[src/design/tttd_pkg.sv]
`timescale 1ns / 1ps
// ----------------------------------------------------------------------------
// tttd_pkg
// shared types, constants and the residue step of the chunk boundary finder
// ----------------------------------------------------------------------------
package tttd_pkg;

  localparam int REG_W         = 21;  // width of every configuration register
  localparam int ADDR_W        = 4;   // byte address of four 32-bit registers
  localparam int DATA_W        = 32;
  localparam int HASH_W        = 64;
  localparam int OUT_POS_W     = 32;
  localparam int BITS_PER_STEP = 4;   // hash bits consumed per residue cycle

  // register indexes, taken from paddr[3:2]
  localparam logic [1:0] REG_MIN_LEN        = 2'd0;
  localparam logic [1:0] REG_MAX_LEN        = 2'd1;
  localparam logic [1:0] REG_MAIN_DIVISOR   = 2'd2;
  localparam logic [1:0] REG_BACKUP_DIVISOR = 2'd3;

  localparam logic [REG_W-1:0] MIN_LEN_RST        = 21'd2048;
  localparam logic [REG_W-1:0] MAX_LEN_RST        = 21'd16384;
  localparam logic [REG_W-1:0] MAIN_DIVISOR_RST   = 21'd4096;
  localparam logic [REG_W-1:0] BACKUP_DIVISOR_RST = 21'd2048;

  typedef enum logic [1:0] {
    KIND_MAIN   = 2'd0,
    KIND_BACKUP = 2'd1,
    KIND_FORCED = 2'd2
  } kind_e;

  typedef struct packed {
    logic [REG_W-1:0] min_len;
    logic [REG_W-1:0] max_len;
    logic [REG_W-1:0] main_divisor;
    logic [REG_W-1:0] backup_divisor;
  } cfg_t;

  // classified item handed from front to back
  typedef struct packed {
    logic main_hit;
    logic backup_hit;
    logic eos;
  } class_t;

  // one restoring step of the modulo: shift in one hash bit, subtract if it fits
  function automatic logic [REG_W-1:0] residue_step(input logic [REG_W-1:0] rem,
                                                    input logic             hbit,
                                                    input logic [REG_W-1:0] div);
    logic [REG_W:0] wide;
    wide = {rem, hbit};
    if (wide >= {1'b0, div}) begin
      wide = wide - {1'b0, div};
    end
    return wide[REG_W-1:0];
  endfunction

endpackage

[src/design/tttd_fifo.sv]
`timescale 1ns / 1ps
// ----------------------------------------------------------------------------
// tttd_fifo
// short register queue between the classifying front and the deciding back
// ----------------------------------------------------------------------------
module tttd_fifo #(
  parameter int WIDTH = 3,
  parameter int DEPTH = 2
) (
  input  logic             clk_i,
  input  logic             rst_ni,
  input  logic             push_i,
  input  logic [WIDTH-1:0] wdata_i,
  input  logic             pop_i,
  output logic [WIDTH-1:0] rdata_o,
  output logic             full_o,
  output logic             empty_o
);

  localparam int PTR_W = (DEPTH > 1) ? $clog2(DEPTH) : 1;
  localparam int CNT_W = $clog2(DEPTH + 1);

  logic [WIDTH-1:0] mem_q [DEPTH];
  logic [PTR_W-1:0] wr_ptr_q, wr_ptr_d;
  logic [PTR_W-1:0] rd_ptr_q, rd_ptr_d;
  logic [CNT_W-1:0] count_q, count_d;
  logic             do_push, do_pop;

  assign full_o  = (count_q == CNT_W'(DEPTH));
  assign empty_o = (count_q == '0);
  assign do_push = push_i && !full_o;
  assign do_pop  = pop_i && !empty_o;
  assign rdata_o = mem_q[rd_ptr_q];

  always_comb begin
    wr_ptr_d = wr_ptr_q;
    rd_ptr_d = rd_ptr_q;
    count_d  = count_q;
    if (do_push) begin
      wr_ptr_d = (wr_ptr_q == PTR_W'(DEPTH - 1)) ? '0 : wr_ptr_q + 1'b1;
    end
    if (do_pop) begin
      rd_ptr_d = (rd_ptr_q == PTR_W'(DEPTH - 1)) ? '0 : rd_ptr_q + 1'b1;
    end
    if (do_push && !do_pop) begin
      count_d = count_q + 1'b1;
    end else if (do_pop && !do_push) begin
      count_d = count_q - 1'b1;
    end
  end

  always_ff @(posedge clk_i or negedge rst_ni) begin
    if (!rst_ni) begin
      wr_ptr_q <= '0;
      rd_ptr_q <= '0;
      count_q  <= '0;
    end else begin
      wr_ptr_q <= wr_ptr_d;
      rd_ptr_q <= rd_ptr_d;
      count_q  <= count_d;
    end
  end

  always_ff @(posedge clk_i) begin
    if (do_push) begin
      mem_q[wr_ptr_q] <= wdata_i;
    end
  end

endmodule

[src/design/tttd_front.sv]
`timescale 1ns / 1ps
// ----------------------------------------------------------------------------
// tttd_front
// accepts items and works out both divisor residue tests, a few bits a cycle
// ----------------------------------------------------------------------------
module tttd_front (
  input  logic                             clk_i,
  input  logic                             rst_ni,
  input  logic                             in_valid_i,
  output logic                             in_stall_o,
  input  logic [tttd_pkg::HASH_W-1:0]      window_hash_i,
  input  logic                             end_of_stream_i,
  input  tttd_pkg::cfg_t                   cfg_i,
  output logic                             push_o,
  output tttd_pkg::class_t                 class_o,
  input  logic                             full_i
);

  localparam int STEPS = tttd_pkg::HASH_W / tttd_pkg::BITS_PER_STEP;
  localparam int CNT_W = $clog2(STEPS);
  localparam int BPS   = tttd_pkg::BITS_PER_STEP;

  typedef enum logic [2:0] {
    F_IDLE = 3'b001,
    F_CALC = 3'b010,
    F_PUSH = 3'b100
  } fstate_e;

  fstate_e                       state_q, state_d;
  logic [tttd_pkg::HASH_W-1:0]   hash_q, hash_d;
  logic                          eos_q, eos_d;
  logic [tttd_pkg::REG_W-1:0]    rem_main_q, rem_main_d;
  logic [tttd_pkg::REG_W-1:0]    rem_bkp_q, rem_bkp_d;
  logic [CNT_W-1:0]              cnt_q, cnt_d;
  logic [tttd_pkg::REG_W-1:0]    rm, rb;
  logic                          accept;

  assign in_stall_o = (state_q != F_IDLE);
  assign accept     = in_valid_i && !in_stall_o;

  // residue tests; a zero divisor never hits
  assign class_o.main_hit   = (cfg_i.main_divisor != '0) &&
                              (rem_main_q == cfg_i.main_divisor - 1'b1);
  assign class_o.backup_hit = (cfg_i.backup_divisor != '0) &&
                              (rem_bkp_q == cfg_i.backup_divisor - 1'b1);
  assign class_o.eos        = eos_q;
  assign push_o             = (state_q == F_PUSH);

  always_comb begin
    state_d    = state_q;
    hash_d     = hash_q;
    eos_d      = eos_q;
    rem_main_d = rem_main_q;
    rem_bkp_d  = rem_bkp_q;
    cnt_d      = cnt_q;
    rm         = rem_main_q;
    rb         = rem_bkp_q;
    case (state_q)
      F_IDLE: begin
        if (accept) begin
          hash_d     = window_hash_i;
          eos_d      = end_of_stream_i;
          rem_main_d = '0;
          rem_bkp_d  = '0;
          cnt_d      = '0;
          state_d    = F_CALC;
        end
      end
      F_CALC: begin
        // msb first, BPS restoring steps per cycle
        for (int k = 0; k < BPS; k++) begin
          rm = tttd_pkg::residue_step(rm, hash_q[tttd_pkg::HASH_W-1-k], cfg_i.main_divisor);
          rb = tttd_pkg::residue_step(rb, hash_q[tttd_pkg::HASH_W-1-k], cfg_i.backup_divisor);
        end
        rem_main_d = rm;
        rem_bkp_d  = rb;
        hash_d     = hash_q << BPS;
        cnt_d      = cnt_q + 1'b1;
        if (cnt_q == CNT_W'(STEPS - 1)) begin
          state_d = F_PUSH;
        end
      end
      F_PUSH: begin
        if (!full_i) begin
          state_d = F_IDLE;
        end
      end
      default: begin
        state_d = F_IDLE;
      end
    endcase
  end

  always_ff @(posedge clk_i or negedge rst_ni) begin
    if (!rst_ni) begin
      state_q <= F_IDLE;
      cnt_q   <= '0;
    end else begin
      state_q <= state_d;
      cnt_q   <= cnt_d;
    end
  end

  always_ff @(posedge clk_i) begin
    hash_q     <= hash_d;
    eos_q      <= eos_d;
    rem_main_q <= rem_main_d;
    rem_bkp_q  <= rem_bkp_d;
  end

endmodule

[src/design/tttd_back.sv]
`timescale 1ns / 1ps
// ----------------------------------------------------------------------------
// tttd_back
// keeps stream position, last cut and backup candidate and decides each cut
// ----------------------------------------------------------------------------
module tttd_back #(
  parameter int POS_BITS = 32
) (
  input  logic                             clk_i,
  input  logic                             rst_ni,
  input  tttd_pkg::class_t                 class_i,
  input  logic                             empty_i,
  output logic                             pop_o,
  input  tttd_pkg::cfg_t                   cfg_i,
  output logic                             out_valid_o,
  input  logic                             out_stall_i,
  output logic [tttd_pkg::OUT_POS_W-1:0]   cut_position_o,
  output logic [1:0]                       cut_kind_o
);

  localparam int CMP_W = (POS_BITS > tttd_pkg::REG_W) ? POS_BITS : tttd_pkg::REG_W;

  logic [POS_BITS-1:0]            position_q, position_d;
  logic [POS_BITS-1:0]            last_cut_q, last_cut_d;
  logic [POS_BITS-1:0]            backup_cut_q, backup_cut_d;
  logic [POS_BITS-1:0]            distance, bkp_next, cut_pos;
  logic                           in_window, at_max, cut;
  tttd_pkg::kind_e                kind;
  logic                           out_valid_q, out_valid_d;
  logic [tttd_pkg::OUT_POS_W-1:0] out_pos_q;
  tttd_pkg::kind_e                out_kind_q;
  logic                           out_free;

  assign out_free  = !out_valid_q || !out_stall_i;
  assign pop_o     = !empty_i && out_free;

  assign distance  = position_q - last_cut_q;
  assign in_window = CMP_W'(distance) >= CMP_W'(cfg_i.min_len);
  assign at_max    = CMP_W'(distance) >= CMP_W'(cfg_i.max_len);
  assign bkp_next  = class_i.backup_hit ? position_q : backup_cut_q;

  always_comb begin
    position_d   = position_q;
    last_cut_d   = last_cut_q;
    backup_cut_d = backup_cut_q;
    cut          = 1'b0;
    cut_pos      = position_q;
    kind         = tttd_pkg::KIND_MAIN;
    if (pop_o) begin
      if (in_window) begin
        backup_cut_d = bkp_next;
        if (class_i.main_hit) begin
          cut          = 1'b1;
          last_cut_d   = position_q;
          backup_cut_d = '0;
        end else if (at_max) begin
          cut = 1'b1;
          if (bkp_next != '0) begin
            cut_pos = bkp_next;
            kind    = tttd_pkg::KIND_BACKUP;
          end else begin
            kind    = tttd_pkg::KIND_FORCED;
          end
          last_cut_d   = cut_pos;
          backup_cut_d = '0;
        end
      end
      // end mark clears the stream after its own decision
      if (class_i.eos) begin
        position_d   = '0;
        last_cut_d   = '0;
        backup_cut_d = '0;
      end else if (position_q != '1) begin
        position_d = position_q + 1'b1;
      end
    end
  end

  always_comb begin
    out_valid_d = out_valid_q;
    if (out_free) begin
      out_valid_d = pop_o && cut;
    end
  end

  always_ff @(posedge clk_i or negedge rst_ni) begin
    if (!rst_ni) begin
      position_q   <= '0;
      last_cut_q   <= '0;
      backup_cut_q <= '0;
      out_valid_q  <= 1'b0;
    end else begin
      position_q   <= position_d;
      last_cut_q   <= last_cut_d;
      backup_cut_q <= backup_cut_d;
      out_valid_q  <= out_valid_d;
    end
  end

  always_ff @(posedge clk_i) begin
    if (pop_o && cut) begin
      out_pos_q  <= tttd_pkg::OUT_POS_W'(cut_pos);
      out_kind_q <= kind;
    end
  end

  assign out_valid_o    = out_valid_q;
  assign cut_position_o = out_pos_q;
  assign cut_kind_o     = out_kind_q;

endmodule

[src/design/tttd_chunk_boundary_finder.sv]
`timescale 1ns / 1ps
// ----------------------------------------------------------------------------
// tttd_chunk_boundary_finder
// two-thresholds two-divisors content defined chunk boundary decision
// ----------------------------------------------------------------------------
// usage:
//   input channel: one request per stream position, window_hash_i from the
//   upstream hasher and end_of_stream_i on the last position. taken when
//   in_valid_i is high and in_stall_o low.
//   output channel: zero or one cut per input request, cut_position_o and
//   cut_kind_o (main hit, saved backup, forced at maximum), taken when
//   out_valid_o is high and out_stall_i low.
//   request pacing: the front takes a new request only once the last one has
//   been loaded, folded by its residue unit, which takes 4 hash bits a cycle
//   into both divisor remainders, and handed on to the queue.
//   path: a cut passes the residue unit, the queue and the back's output register.
//   reset: registers return to their defaults, position, last cut and backup
//   candidate clear, queue and output register empty.
//   a stalled receiver holds the output register; the back stops draining the
//   queue and once it is full the front holds in_stall_o high.
//   registers (apb, byte address 4*i): min_len, max_len, main_divisor,
//   backup_divisor, 21 bits each; write them only while the block is idle.
// ----------------------------------------------------------------------------
module tttd_chunk_boundary_finder #(
  parameter int POS_BITS = 32
) (
  input  logic                             clk_i,
  input  logic                             rst_ni,
  // input channel
  input  logic                             in_valid_i,
  output logic                             in_stall_o,
  input  logic [63:0]                      window_hash_i,
  input  logic                             end_of_stream_i,
  // output channel
  output logic                             out_valid_o,
  input  logic                             out_stall_i,
  output logic [31:0]                      cut_position_o,
  output logic [1:0]                       cut_kind_o,
  // configuration port
  input  logic                             psel,
  input  logic                             penable,
  input  logic                             pwrite,
  input  logic [tttd_pkg::ADDR_W-1:0]      paddr,
  input  logic [tttd_pkg::DATA_W-1:0]      pwdata,
  output logic [tttd_pkg::DATA_W-1:0]      prdata,
  output logic                             pready
);

  localparam int CLASS_W = $bits(tttd_pkg::class_t);

  tttd_pkg::cfg_t   cfg_q;
  logic             cfg_wr;
  logic [1:0]       reg_idx;

  tttd_pkg::class_t front_class, queue_class;
  logic             push, pop, q_full, q_empty;

  // ------------------------------------------------------------------
  // configuration registers; values are masked to 21 bits
  // ------------------------------------------------------------------
  assign pready  = 1'b1;
  assign reg_idx = paddr[3:2];
  assign cfg_wr  = psel && penable && pwrite && pready;

  always_ff @(posedge clk_i or negedge rst_ni) begin
    if (!rst_ni) begin
      cfg_q.min_len        <= tttd_pkg::MIN_LEN_RST;
      cfg_q.max_len        <= tttd_pkg::MAX_LEN_RST;
      cfg_q.main_divisor   <= tttd_pkg::MAIN_DIVISOR_RST;
      cfg_q.backup_divisor <= tttd_pkg::BACKUP_DIVISOR_RST;
    end else if (cfg_wr) begin
      case (reg_idx)
        tttd_pkg::REG_MIN_LEN:        cfg_q.min_len        <= pwdata[tttd_pkg::REG_W-1:0];
        tttd_pkg::REG_MAX_LEN:        cfg_q.max_len        <= pwdata[tttd_pkg::REG_W-1:0];
        tttd_pkg::REG_MAIN_DIVISOR:   cfg_q.main_divisor   <= pwdata[tttd_pkg::REG_W-1:0];
        tttd_pkg::REG_BACKUP_DIVISOR: cfg_q.backup_divisor <= pwdata[tttd_pkg::REG_W-1:0];
        default: ;
      endcase
    end
  end

  always_comb begin
    case (reg_idx)
      tttd_pkg::REG_MIN_LEN:        prdata = tttd_pkg::DATA_W'(cfg_q.min_len);
      tttd_pkg::REG_MAX_LEN:        prdata = tttd_pkg::DATA_W'(cfg_q.max_len);
      tttd_pkg::REG_MAIN_DIVISOR:   prdata = tttd_pkg::DATA_W'(cfg_q.main_divisor);
      tttd_pkg::REG_BACKUP_DIVISOR: prdata = tttd_pkg::DATA_W'(cfg_q.backup_divisor);
      default:                      prdata = '0;
    endcase
  end

  // ------------------------------------------------------------------
  // front: takes requests and runs both residue tests
  // ------------------------------------------------------------------
  tttd_front u_front (
    .clk_i           (clk_i),
    .rst_ni          (rst_ni),
    .in_valid_i      (in_valid_i),
    .in_stall_o      (in_stall_o),
    .window_hash_i   (window_hash_i),
    .end_of_stream_i (end_of_stream_i),
    .cfg_i           (cfg_q),
    .push_o          (push),
    .class_o         (front_class),
    .full_i          (q_full)
  );

  // ------------------------------------------------------------------
  // two-entry queue of classified items
  // ------------------------------------------------------------------
  tttd_fifo #(
    .WIDTH (CLASS_W),
    .DEPTH (2)
  ) u_queue (
    .clk_i   (clk_i),
    .rst_ni  (rst_ni),
    .push_i  (push),
    .wdata_i (front_class),
    .pop_i   (pop),
    .rdata_o (queue_class),
    .full_o  (q_full),
    .empty_o (q_empty)
  );

  // ------------------------------------------------------------------
  // back: threshold decision against the stream state, output register
  // ------------------------------------------------------------------
  tttd_back #(
    .POS_BITS (POS_BITS)
  ) u_back (
    .clk_i          (clk_i),
    .rst_ni         (rst_ni),
    .class_i        (queue_class),
    .empty_i        (q_empty),
    .pop_o          (pop),
    .cfg_i          (cfg_q),
    .out_valid_o    (out_valid_o),
    .out_stall_i    (out_stall_i),
    .cut_position_o (cut_position_o),
    .cut_kind_o     (cut_kind_o)
  );

endmodule

[config.mk]
export PLATFORM = sky130hd
export DESIGN_NAME = tttd_chunk_boundary_finder
export DESIGN_NICKNAME = d
export VERILOG_FILES = /design/src/design/tttd_pkg.sv /design/src/design/tttd_fifo.sv /design/src/design/tttd_front.sv /design/src/design/tttd_back.sv /design/src/design/tttd_chunk_boundary_finder.sv
export SDC_FILE = /design/constraint.sdc
export NUM_CORES = 1
export LEC_CHECK = 0
export BUFFER_PORTS_ARGS = -buffer_cell sky130_fd_sc_hd__clkbuf_2
export CAP_MARGIN = 20
export CORE_ASPECT_RATIO = 1.2
export CORE_MARGIN = 3
export CORE_UTILIZATION = 55
export DETAILED_ROUTE_END_ITERATION = 10
export PLACE_DENSITY = 0.75
export SETUP_SLACK_MARGIN = 0.05
export SYNTH_ARGS = -nofsm -noshare
export SYNTH_HDL_FRONTEND = slang
export SYNTH_SLANG_ARGS = --single-unit
export TNS_END_PERCENT = 50
[constraint.sdc]
create_clock -name clk_i -period 16.8 [get_ports clk_i]
set_input_delay 3.36 -clock clk_i [delete_from_list [all_inputs] [get_ports clk_i]]
set_output_delay 3.36 -clock clk_i [all_outputs]
set_load 0.02 [all_outputs]
* Word-level counts from Yosys, hierarchy flattened
Memory sizes are Yosys's and may differ from the RTL's.
Cells that the tools add are included.
** Storage, ports and cells
- Input bits :: 108
- Memories kept :: 1
- Word-level logic and storage cells :: 158
- ROM bits :: 0
- Flip-flop bits (word level) :: 333
- Output and inout bits :: 69
- Bits in writable memories :: 6
- Latch bits :: 0
** Operators by class
- Bitwise operators :: 3
- $mul :: 0
- Reduce and logical (&&, ||, !) cells :: 40
- Order comparisons :: 10
- Add/subtract/negate cells :: 17
- Mux-type cells :: 53
- Shift operators :: 0
- Divide/modulo/power cells :: 0
- Equal/unequal tests :: 15
** Memory list
- u_queue.mem_q :: depth 2, width 3, rd ports 1, clocked after memory_dff 0, write ports 1, line tttd_fifo.sv:23 : logic [WIDTH-1:0] mem_q [DEPTH];
** Operator list (number)
- $mux W32 :: 16
- $mux W21 :: 15
- $ge A22 B21 Y1 :: 8
- $sub A21 B21 Y21 :: 8
- $pmux W32 S4 :: 1
- $pmux W64 S2 :: 1
- $pmux W21 S2 :: 2
- $ge A32 B21 Y1 :: 2
- $mux W64 :: 1
- $eq A21 B21 Y1 :: 2
- $reduce_bool A21 Y1 :: 2
- $sub A21 B1 Y21 const B :: 2
- $add A32 B1 Y32 const B :: 1
- $ne A32 B32 Y1 const B :: 1
- $reduce_bool A32 Y1 :: 1
- $sub A32 B32 Y32 :: 1
- $reduce_and A2 Y1 :: 8
- $logic_and A1 B1 Y1 :: 11
- $mux W3 :: 3
- $pmux W3 S3 :: 1
- $mux W1 :: 8
- $pmux W4 S2 :: 1
- $reduce_bool A2 Y1 :: 4
- $logic_not A1 Y1 :: 7
- other kinds (21) :: 31

* Longest topological paths before layout
Gate-level depths: netlist of run 1.
- Depth in word-level cells :: 12
- Gate-level depth with buffers :: 49
- Mapped depth without buffers :: 44

* By module
Synthesis of run 1 repeated with hierarchy kept, for this count alone.
** Unflattened totals
- Cells, all modules :: 3290
- Area total of the unflattened synthesis :: 29394.4 µm²
** By module, submodules not included
- tttd_front :: cells each 2055, area an instance 16067.9 µm², sequential area each 3389.5 µm², times used 1
- tttd_back :: cells each 984, area an instance 9098.7 µm², sequential area each 3448.3 µm², times used 1
- tttd_chunk_boundary_finder :: cells each 223, area an instance 3817.4 µm², sequential area each 2107.0 µm², times used 1
- tttd_fifo :: cells each 28, area an instance 410.4 µm², sequential area each 280.3 µm², times used 1

* Worst setup path after synthesis of run 1
Ideal clock, no wire load.
- Path type :: register -> register
- Start point :: register cfg_q[30] (netlist bit)
- End point :: register u_front.rem_main_q[10] (netlist bit) (data pin)
- Period minus slack after synthesis :: 10.900 ns
- Setup slack :: 5.900 ns
- Cell stages (with the launch flop) :: 46
- Data arrival time :: 10.634 ns
- Data required time :: 16.534 ns
- Path buffers :: 7
- Setup time :: 0.266 ns
- Path through :: dfrtp_1 > clkbuf_1 > inv_1 > ha_1 > nand4_1 > or3_1 > o211ai_1 > a211oi_2 > o21ai_1 > clkbuf_1 > clkbuf_1 > a21oi_1 > ha_1 > nand4_1 > a211oi_1 > o21ai_0 > a31oi_1 > o22ai_1 > [10 not listed] > a211oi_1 > nor3_1 > clkbuf_1 > and2_1 > a221o_1 > ha_1 > a211oi_1 > nor2_1 > a311oi_1 > o22ai_1 > o41a_1 > o21ai_0 > nand2_1 > a221oi_1 > o211ai_4 > buf_6 > mux2i_1 > nor2_1
** Between the ends
- Longest elaborated chain between the ends :: 12
- Elaborated cells between the ends (all ways) :: 16
- Those cells by class :: add/sub (4); order compare (4); mux (8)
** Ends and longest elaborated chain
- start, declared :: line tttd_chunk_boundary_finder.sv:51 : tttd_pkg::cfg_t cfg_q;
- $sub A21 B21 Y21 / $ge A22 B21 Y1 (equally long branches) :: line tttd_pkg.sv:53, tttd_pkg.sv:52
- $mux W21 :: line tttd_pkg.sv:52 : if (wide >= {1'b0, div}) begin
- $mux W21 :: line tttd_front.sv:58 : case (state_q)
- $sub A21 B21 Y21 / $ge A22 B21 Y1 (equally long branches) :: line tttd_pkg.sv:53, tttd_pkg.sv:52
- $mux W21 :: line tttd_pkg.sv:52
- $mux W21 :: line tttd_front.sv:58
- $ge A22 B21 Y1 / $sub A21 B21 Y21 (equally long branches) :: line tttd_pkg.sv:52, tttd_pkg.sv:53
- $mux W21 :: line tttd_pkg.sv:52
- $mux W21 :: line tttd_front.sv:58
- $sub A21 B21 Y21 / $ge A22 B21 Y1 (equally long branches) :: line tttd_pkg.sv:53, tttd_pkg.sv:52
- $mux W21 (*) :: line tttd_pkg.sv:52
- $pmux W21 S2 (*) :: line tttd_front.sv:58
- end signal, assigned :: line tttd_front.sv:107 : rem_main_q <= rem_main_d;
- end, declared :: line tttd_front.sv:32 : logic [tttd_pkg::REG_W-1:0] rem_main_q, rem_main_d;
Mark *: on every way between the ends. The rest lies on a longest branch, timed or not. The select of a mux whose other input is x is not followed.
A chain may end at the register's enable or synchronous reset.

* Final worst setup path of run 1
- Start point :: register cfg_q[22] (netlist bit)
- End point :: register u_front.rem_main_q[19] (netlist bit) (data pin)
** Between the ends
- Longest elaborated chain between the ends :: 12
- Elaborated cells between the ends (all ways) :: 16
- Those cells by class :: add/sub (4); order compare (4); mux (8)
** Ends and longest elaborated chain (line)
- $sub A21 B21 Y21 / $ge A22 B21 Y1 (equally long branches) :: tttd_pkg.sv:53, tttd_pkg.sv:52
- $mux W21 :: tttd_pkg.sv:52
- $mux W21 :: tttd_front.sv:58
- $sub A21 B21 Y21 / $ge A22 B21 Y1 (equally long branches) :: tttd_pkg.sv:53, tttd_pkg.sv:52
- $mux W21 :: tttd_pkg.sv:52
- $mux W21 :: tttd_front.sv:58
- $sub A21 B21 Y21 / $ge A22 B21 Y1 (equally long branches) :: tttd_pkg.sv:53, tttd_pkg.sv:52
- $mux W21 :: tttd_pkg.sv:52
- $mux W21 :: tttd_front.sv:58
- $sub A21 B21 Y21 / $ge A22 B21 Y1 (equally long branches) :: tttd_pkg.sv:53, tttd_pkg.sv:52
- $mux W21 (*) :: tttd_pkg.sv:52
- $pmux W21 S2 (*) :: tttd_front.sv:58
Marks and branches as above.

==> results of run 1 <==
critical path, delay by kind of cell, from the launching register on:
family / cells / cell delay (ns)
DFF: 1 / 0.50
buffers and inverters: 6 / 1.15
adders and majority gates: 4 / 1.75
muxes: 1 / 0.36
AOI/OAI and AO/OA: 26 / 7.90
and+or+nand+nor: 7 / 1.30
through the flow:
stage	hold slack [ns]	cells	utilization, %	setup WS, ns	cell area, µm²
3_3_place_gp	0.460	3924	58.8	3.96	29900
4_1_cts	0.471	3995	61.4	3.63	31200
6_report	0.456	3999	61.5	3.62	31200
3_5_place_dp	0.465	3925	58.9	3.66	29900
2_1_floorplan	0.421	3189	-	5.90	28600
5_1_grt	0.473	3998	61.5	2.85	31200
layout by cell type, fill, tap and decap left out, types with 57 or more instances in the layout:
| cell type | count |
|---|---|
| nor3_1 | 57 |
| mux2_2 | 103 |
| ha_1 | 246 |
| nand2_1 | 389 |
| a22o_1 | 127 |
| nand4_1 | 57 |
| clkbuf_2 | 150 |
| xor2_1 | 101 |
| a21o_1 | 95 |
| nor2_1 | 220 |
| inv_1 | 186 |
| o21ai_0 | 172 |
| a21oi_1 | 192 |
| edfxtp_1 | 147 |
| dfrtp_1 | 187 |
| xnor2_1 | 131 |
| nand3_1 | 72 |
sequential cells by signal, indices dropped and copies added, names as in the netlist:
| register | count |
|---|---|
| cfg_q | 84 |
| u_front.hash_q | 64 |
| u_back.backup_cut_q | 32 |
| u_back.cut_position_o | 32 |
| u_back.last_cut_q | 32 |
| u_back.position_q | 32 |
| u_front.rem_bkp_q | 21 |
| u_front.rem_main_q | 21 |
| u_queue.mem_q | 6 |
| u_front.cnt_q | 4 |
| u_front.state_q | 3 |
| u_back.cut_kind_o | 2 |
| u_queue.count_q | 2 |
| u_back.out_valid_o | 1 |
| u_front.eos_q | 1 |
| u_queue.rd_ptr_q | 1 |
| u_queue.wr_ptr_q | 1 |
worst paths after layout:
check / start / to / cells after the start
setup / recovery: cfg_q[22]$_DFFE_PN0P_ / u_front.rem_main_q[19]$_SDFFCE_PN0P_ / 44
hold / removal: u_front.eos_q$_DFFE_PP_ / u_queue.mem_q[0][0]$_DFFE_PP_ / 0
setup reg to reg: cfg_q[22]$_DFFE_PN0P_ / u_front.rem_main_q[19]$_SDFFCE_PN0P_ / 44
hold reg to reg: u_front.eos_q$_DFFE_PP_ / u_queue.mem_q[0][0]$_DFFE_PP_ / 0
max in group asynchronous: rst_ni / cfg_q[26]$_DFFE_PN0P_ / 2
min in group asynchronous: rst_ni / u_back.backup_cut_q[28]$_DFFE_PN0P_ / 1
area by class of cell:
| class | instances | area share [%] |
|---|---|---|
| Tap cell | 690 | 2.76 |
| Timing Repair Buffer | 180 | 3.30 |
| Inverter | 188 | 2.27 |
| Multi-Input combinational cell | 2530 | 58.0 |
| Clock inverter | 17 | 0.629 |
| Sequential cell | 339 | 29.5 |
| Clock buffer | 53 | 3.46 |
| Antenna cell | 2 | 0.0160 |
metal layers:
metal / vias up / global-route usage [%] / part of all wire (%)
met4: 2 / 14.0 / 5.3
met5: - / 0 / 0.018
met3: 223 / 3.61 / 5.6
met1: 12000 / 36.2 / 41
met2: 891 / 49.4 / 48
li1: 11800 / - / -
logic make-up after synthesis:
family | count (synthesis) | share of synthesized area, %
xor+xnor | 232 | 7.12
mux | 180 | 7.74
simple gates | 997 | 16.2
compound gates | 854 | 20.6
fa+ha+maj | 255 | 11.4
other cells | 2 | 0.0263
flops | 339 | 32.3
buf+inv | 320 | 4.59
==> results.md, run 1 <==
* Status: finished clean
* YS warnings at 0
* Cts hold-fix bufs at 0
* Clk sinks at 339
* List of most frequent post-synthesis cells: nand2_1 (389), ha_1 (246), nor2_1 (222)
* Crit-path slowest cell: a311oi_1
* First DRT Iteration DRCs at 2177
* # rows at 90
* Post-CTS setup buffers at 0
* Reg2Reg Setup Slack at 3.62 ns
* Initial core utilization at about 56%
* Fillcell total at 4352
* Die Y at 256 µm
* IO buf count at 151
* Most frequent cell after synthesis: nand2_1
* Initial antenna violation count at 3
* Largest net degree at the start of global routing at about 120
* Mapped cell area at 28600 µm²
* Post-synth EDFFs at 147
* Crit share post-route at around four fifths
* Share of the yosys chip area belonging to registers at approximately a third
* CTS Buf Count at 38
* Setup tns final at 0 ns
* Post-Syn Instances at 3179
* Actual slew at the worst max-slew pin at 1.10 ns
* DR pass1 iterations at 6
* Unrepaired setup endpoints after global routing: false
* Vias per Instance at 6.24
* Overall global routing resource usage at roughly 29%
* DR WL/cell at slightly above 20 µm
* Max Freq at ~0.076 GHz
* FF/Latch Area at 9230 µm²
* Antenna-violating nets left at 0
* Setup violators final at 0
* Depth of the CTS H-tree at 2
* Post-synth top area share at 16.4%
* Die W at 214 µm
* CP Data Arrival Time at 13.59 ns
* Post-cts sizing count at 0
* Fin crit period at between 10 and 15 ns
* Vias in the first global route at between 20000 and 25000
* First-pass GRT wire length at 129000 µm
* Critical path launch point type: flip-flop
* Ys async rst share at roughly 57%
* Drt total wl at 81500 µm
* Worst Path Max Fanout at 26
* Clock skew at 0.0200 ns
* Flops & latches, synth at 339
* Area growth, synth to finish at 9.37%
* Clock Latency Late Sink at 0.57 ns
* Total number of vias at 24900
* Prevailing post-synth register cell: dfrtp_1
* Avg Inst Size Synth at 8.98 µm²
* CTS tree: built
* Longest Clk Path Bufs at 3
* Footprint of the multi-input gates at ~18000 µm²
* Leading post-synthesis cells by cell area: dfrtp_1 (16%), edfxtp_1 (15%), ha_1 (11%)
* Share of post-route cells with drive strength above 1 at 12.5%
* # Max-Cap Violations at 0
* Critical Path Max Stage Delay at 0.63 ns
* CTS root buf: clkbuf_16
* Type of the most critical hold path: flip-flop to flip-flop
* Critical path data required time at 17.20 ns
* I/O pin cnt at ~180
* HPWL after detailed placement at roughly 63000 µm
* CP Class: flip-flop to flip-flop
* Slew HR at 26.8%
* Slew Viols, Final at 0
* GRT overflow at 0
* Netlist cell types at 89
* Largest area contributor in the netlist: dfrtp_1
* Clock-pin slew on the worst setup and hold paths at ~0.06 ns
* Element type at the critical path end: flip-flop
* Post-route DRC at 0
* GPL Wtd Cong at 0.978
* Placeable core area at 50800 µm²
* Fin. Hold Viols at 0
* DIE AREA at 54700 µm²
* Nets at 3640
Power of run 1 is left out: the tool's default activity adds up to more than one toggle a clock period on the data nets, which glitch-free logic cannot reach.
==> run 2, diff against run 1 <==
- clock period: 16.8 -> 13.6 ns (I/O delays scaled with it)
==> run 2 against run 1 <==
Against the previous run: cell area rose by 0.43%; worst hold slack better by 0.023 ns; utilization up 0.26 points; critical endpoint is now u_front.rem_bkp_q[14]$_SDFFCE_PN0P_; via count about the same; die area is the same; highest routed layer unchanged; sequential share of layout area down 0.13 points; flip-flop and latch count unchanged; routed wire length is 0.57% higher.
==> results.md, run 2 (synthesis results as in run 1) <==
* Commonest non-fill, non-tap cell in the layout: nand2_1
* # Max-Cap Violations at 0
* Overall global routing resource usage at just under 30%
* Clk sinks at roughly 340
* Area growth, synth to finish at 9.84%
* CP top delay family: compound AO/OA/AOI/OAI gates
* Antenna-violating nets left at 0
* Dpl cells at 3942
* Fin util at 61.8%
* DR WL/cell at 20.4 µm
* First-pass GRT wire length at 129000 µm
* # rows at 90
* Vias per Instance at 6.21
* Post-CTS setup buffers at 0
* Max Freq at 0.0786 GHz
* HPWL after detailed placement at 63800 µm
* Post-route DRC at 0
* Clock skew at 0.0303 ns
* CP Class: flip-flop to flip-flop
* Setup tns final at 0 ns
* IO buf count at 151
* CP most frequent cell: ha_1
* Depth of the CTS H-tree at 2
* Post-cts sizing count at 0
* CTS tree: built
* Total number of vias at 25000
* Nets at approximately 3700
* CP Data Arrival Time at 13.03 ns
* Status: finished clean
* Drt total wl at between 80000 and 90000 µm
* Clock Latency Late Sink at 0.59 ns
* Fillcell total at 4315
* Initial core utilization at 56.2%
* DR pass1 iterations at 8
* Placeable core area at just over 50000 µm²
* Type of the most critical hold path: flip-flop to flip-flop
* Clock-pin slew on the worst setup and hold paths at around 0.060 ns
* Longest Clk Path Bufs at 3
* Die Y at 256 µm
* Share of post-route cells with drive strength above 1 at between 10 and 15%
* Min Hold Slack at 0.479 ns
* Most frequent cells in the layout: nand2_1 (389), ha_1 (246), nor2_1 (220)
* CTS root buf: clkbuf_16
* GPL Wtd Cong at 0.993
* Cts hold-fix bufs at 0
* Largest Register: cfg_q
* Critical Path Max Stage Delay at around 0.62 ns
* Critical path launch point type: flip-flop
* Actual slew at the worst max-slew pin at about 1.2 ns
* DIE AREA at 54700 µm²
* Unrepaired setup endpoints after global routing: false
* Largest registers: cfg_q: 84 flops, u_front.hash_q: 64 flops
* Largest net degree at the start of global routing at 115
* CTS Buf Count at 39
* Worst Path Max Fanout at 39
* Buf+Inv Stages, Crit Path at 4
* Die W at 214 µm
* GRT overflow at 0
* Crit-path slowest cell: a211oi_4
* Max FFs per register at between 80 and 90
* Fin. Hold Viols at 0
* Slew HR at 22.7%
* Fin crit period at 12.72 ns
* Vias in the first global route at 24200
* Non-Filler Instances at 4016
* Slew Viols, Final at 0
* Crit share post-route at 93.5%
* I/O pin cnt at roughly 180
* First DRT Iteration DRCs at 2086
* Setup violators final at 0
* Element type at the critical path end: flip-flop
* Initial antenna violation count at 3
* Critical path data required time at 13.90 ns
[run 2: cell types whose count changed in the layout (fill, tap and decap cells not counted), moves of 2 or more]
cell / before / now
buf_4: 26 / 42
clkinv_1: 4 / 2
clkinv_8: 2 / 0
clkinvlp_4: 2 / 4
inv_16: 0 / 2
[run 2: worst paths after layout]
path,cells past startpoint,end,startpoint,slack [ns]
max,42,u_front.rem_bkp_q[14]$_SDFFCE_PN0P_,cfg_q[14]$_DFFE_PN0P_,0.88
min,0,u_queue.mem_q[0][0]$_DFFE_PP_,u_front.eos_q$_DFFE_PP_,0.48
max reg2reg,42,u_front.rem_bkp_q[14]$_SDFFCE_PN0P_,cfg_q[14]$_DFFE_PN0P_,0.88
min reg2reg,0,u_queue.mem_q[0][0]$_DFFE_PP_,u_front.eos_q$_DFFE_PP_,0.48
max in group asynchronous,2,cfg_q[23]$_DFFE_PN0P_,rst_ni,9.79
min in group asynchronous,1,u_back.backup_cut_q[24]$_DFFE_PN0P_,rst_ni,2.20
[run 2: cell type report]
class                           count  area (µm²)  share of cell area, %
Multi-Input combinational cell   2530       18100                   57.8
Sequential cell                   339        9230                   29.4
Timing Repair Buffer              195        1130                   3.59
Clock buffer                       51        1050                   3.35
Tap cell                          690         863                   2.75
Inverter                          188         708                   2.26
Clock inverter                     21         262                  0.834
Antenna cell                        2        5.00                 0.0160
[run 2: per-stage QoR]
step                      area, µm²  setup WS [ns]
after floorplan               28600           2.70
after global placement        30000           1.29
after detailed placement      30100           1.14
after CTS                     31400           1.08
after global routing          31400          0.172
final                         31400          0.878
[run 2: metal layers]
metal,vias up,share of wire (%),wire [µm],global-route usage (%)
met1,12100,42,34100,36.6
met5,-,0.013,11,0
met2,834,48,39500,49.6
li1,11900,-,-,-
met4,2,4.9,3980,12.5
met3,190,5.3,4330,3.56
Power of run 2 is left out for the same reason.
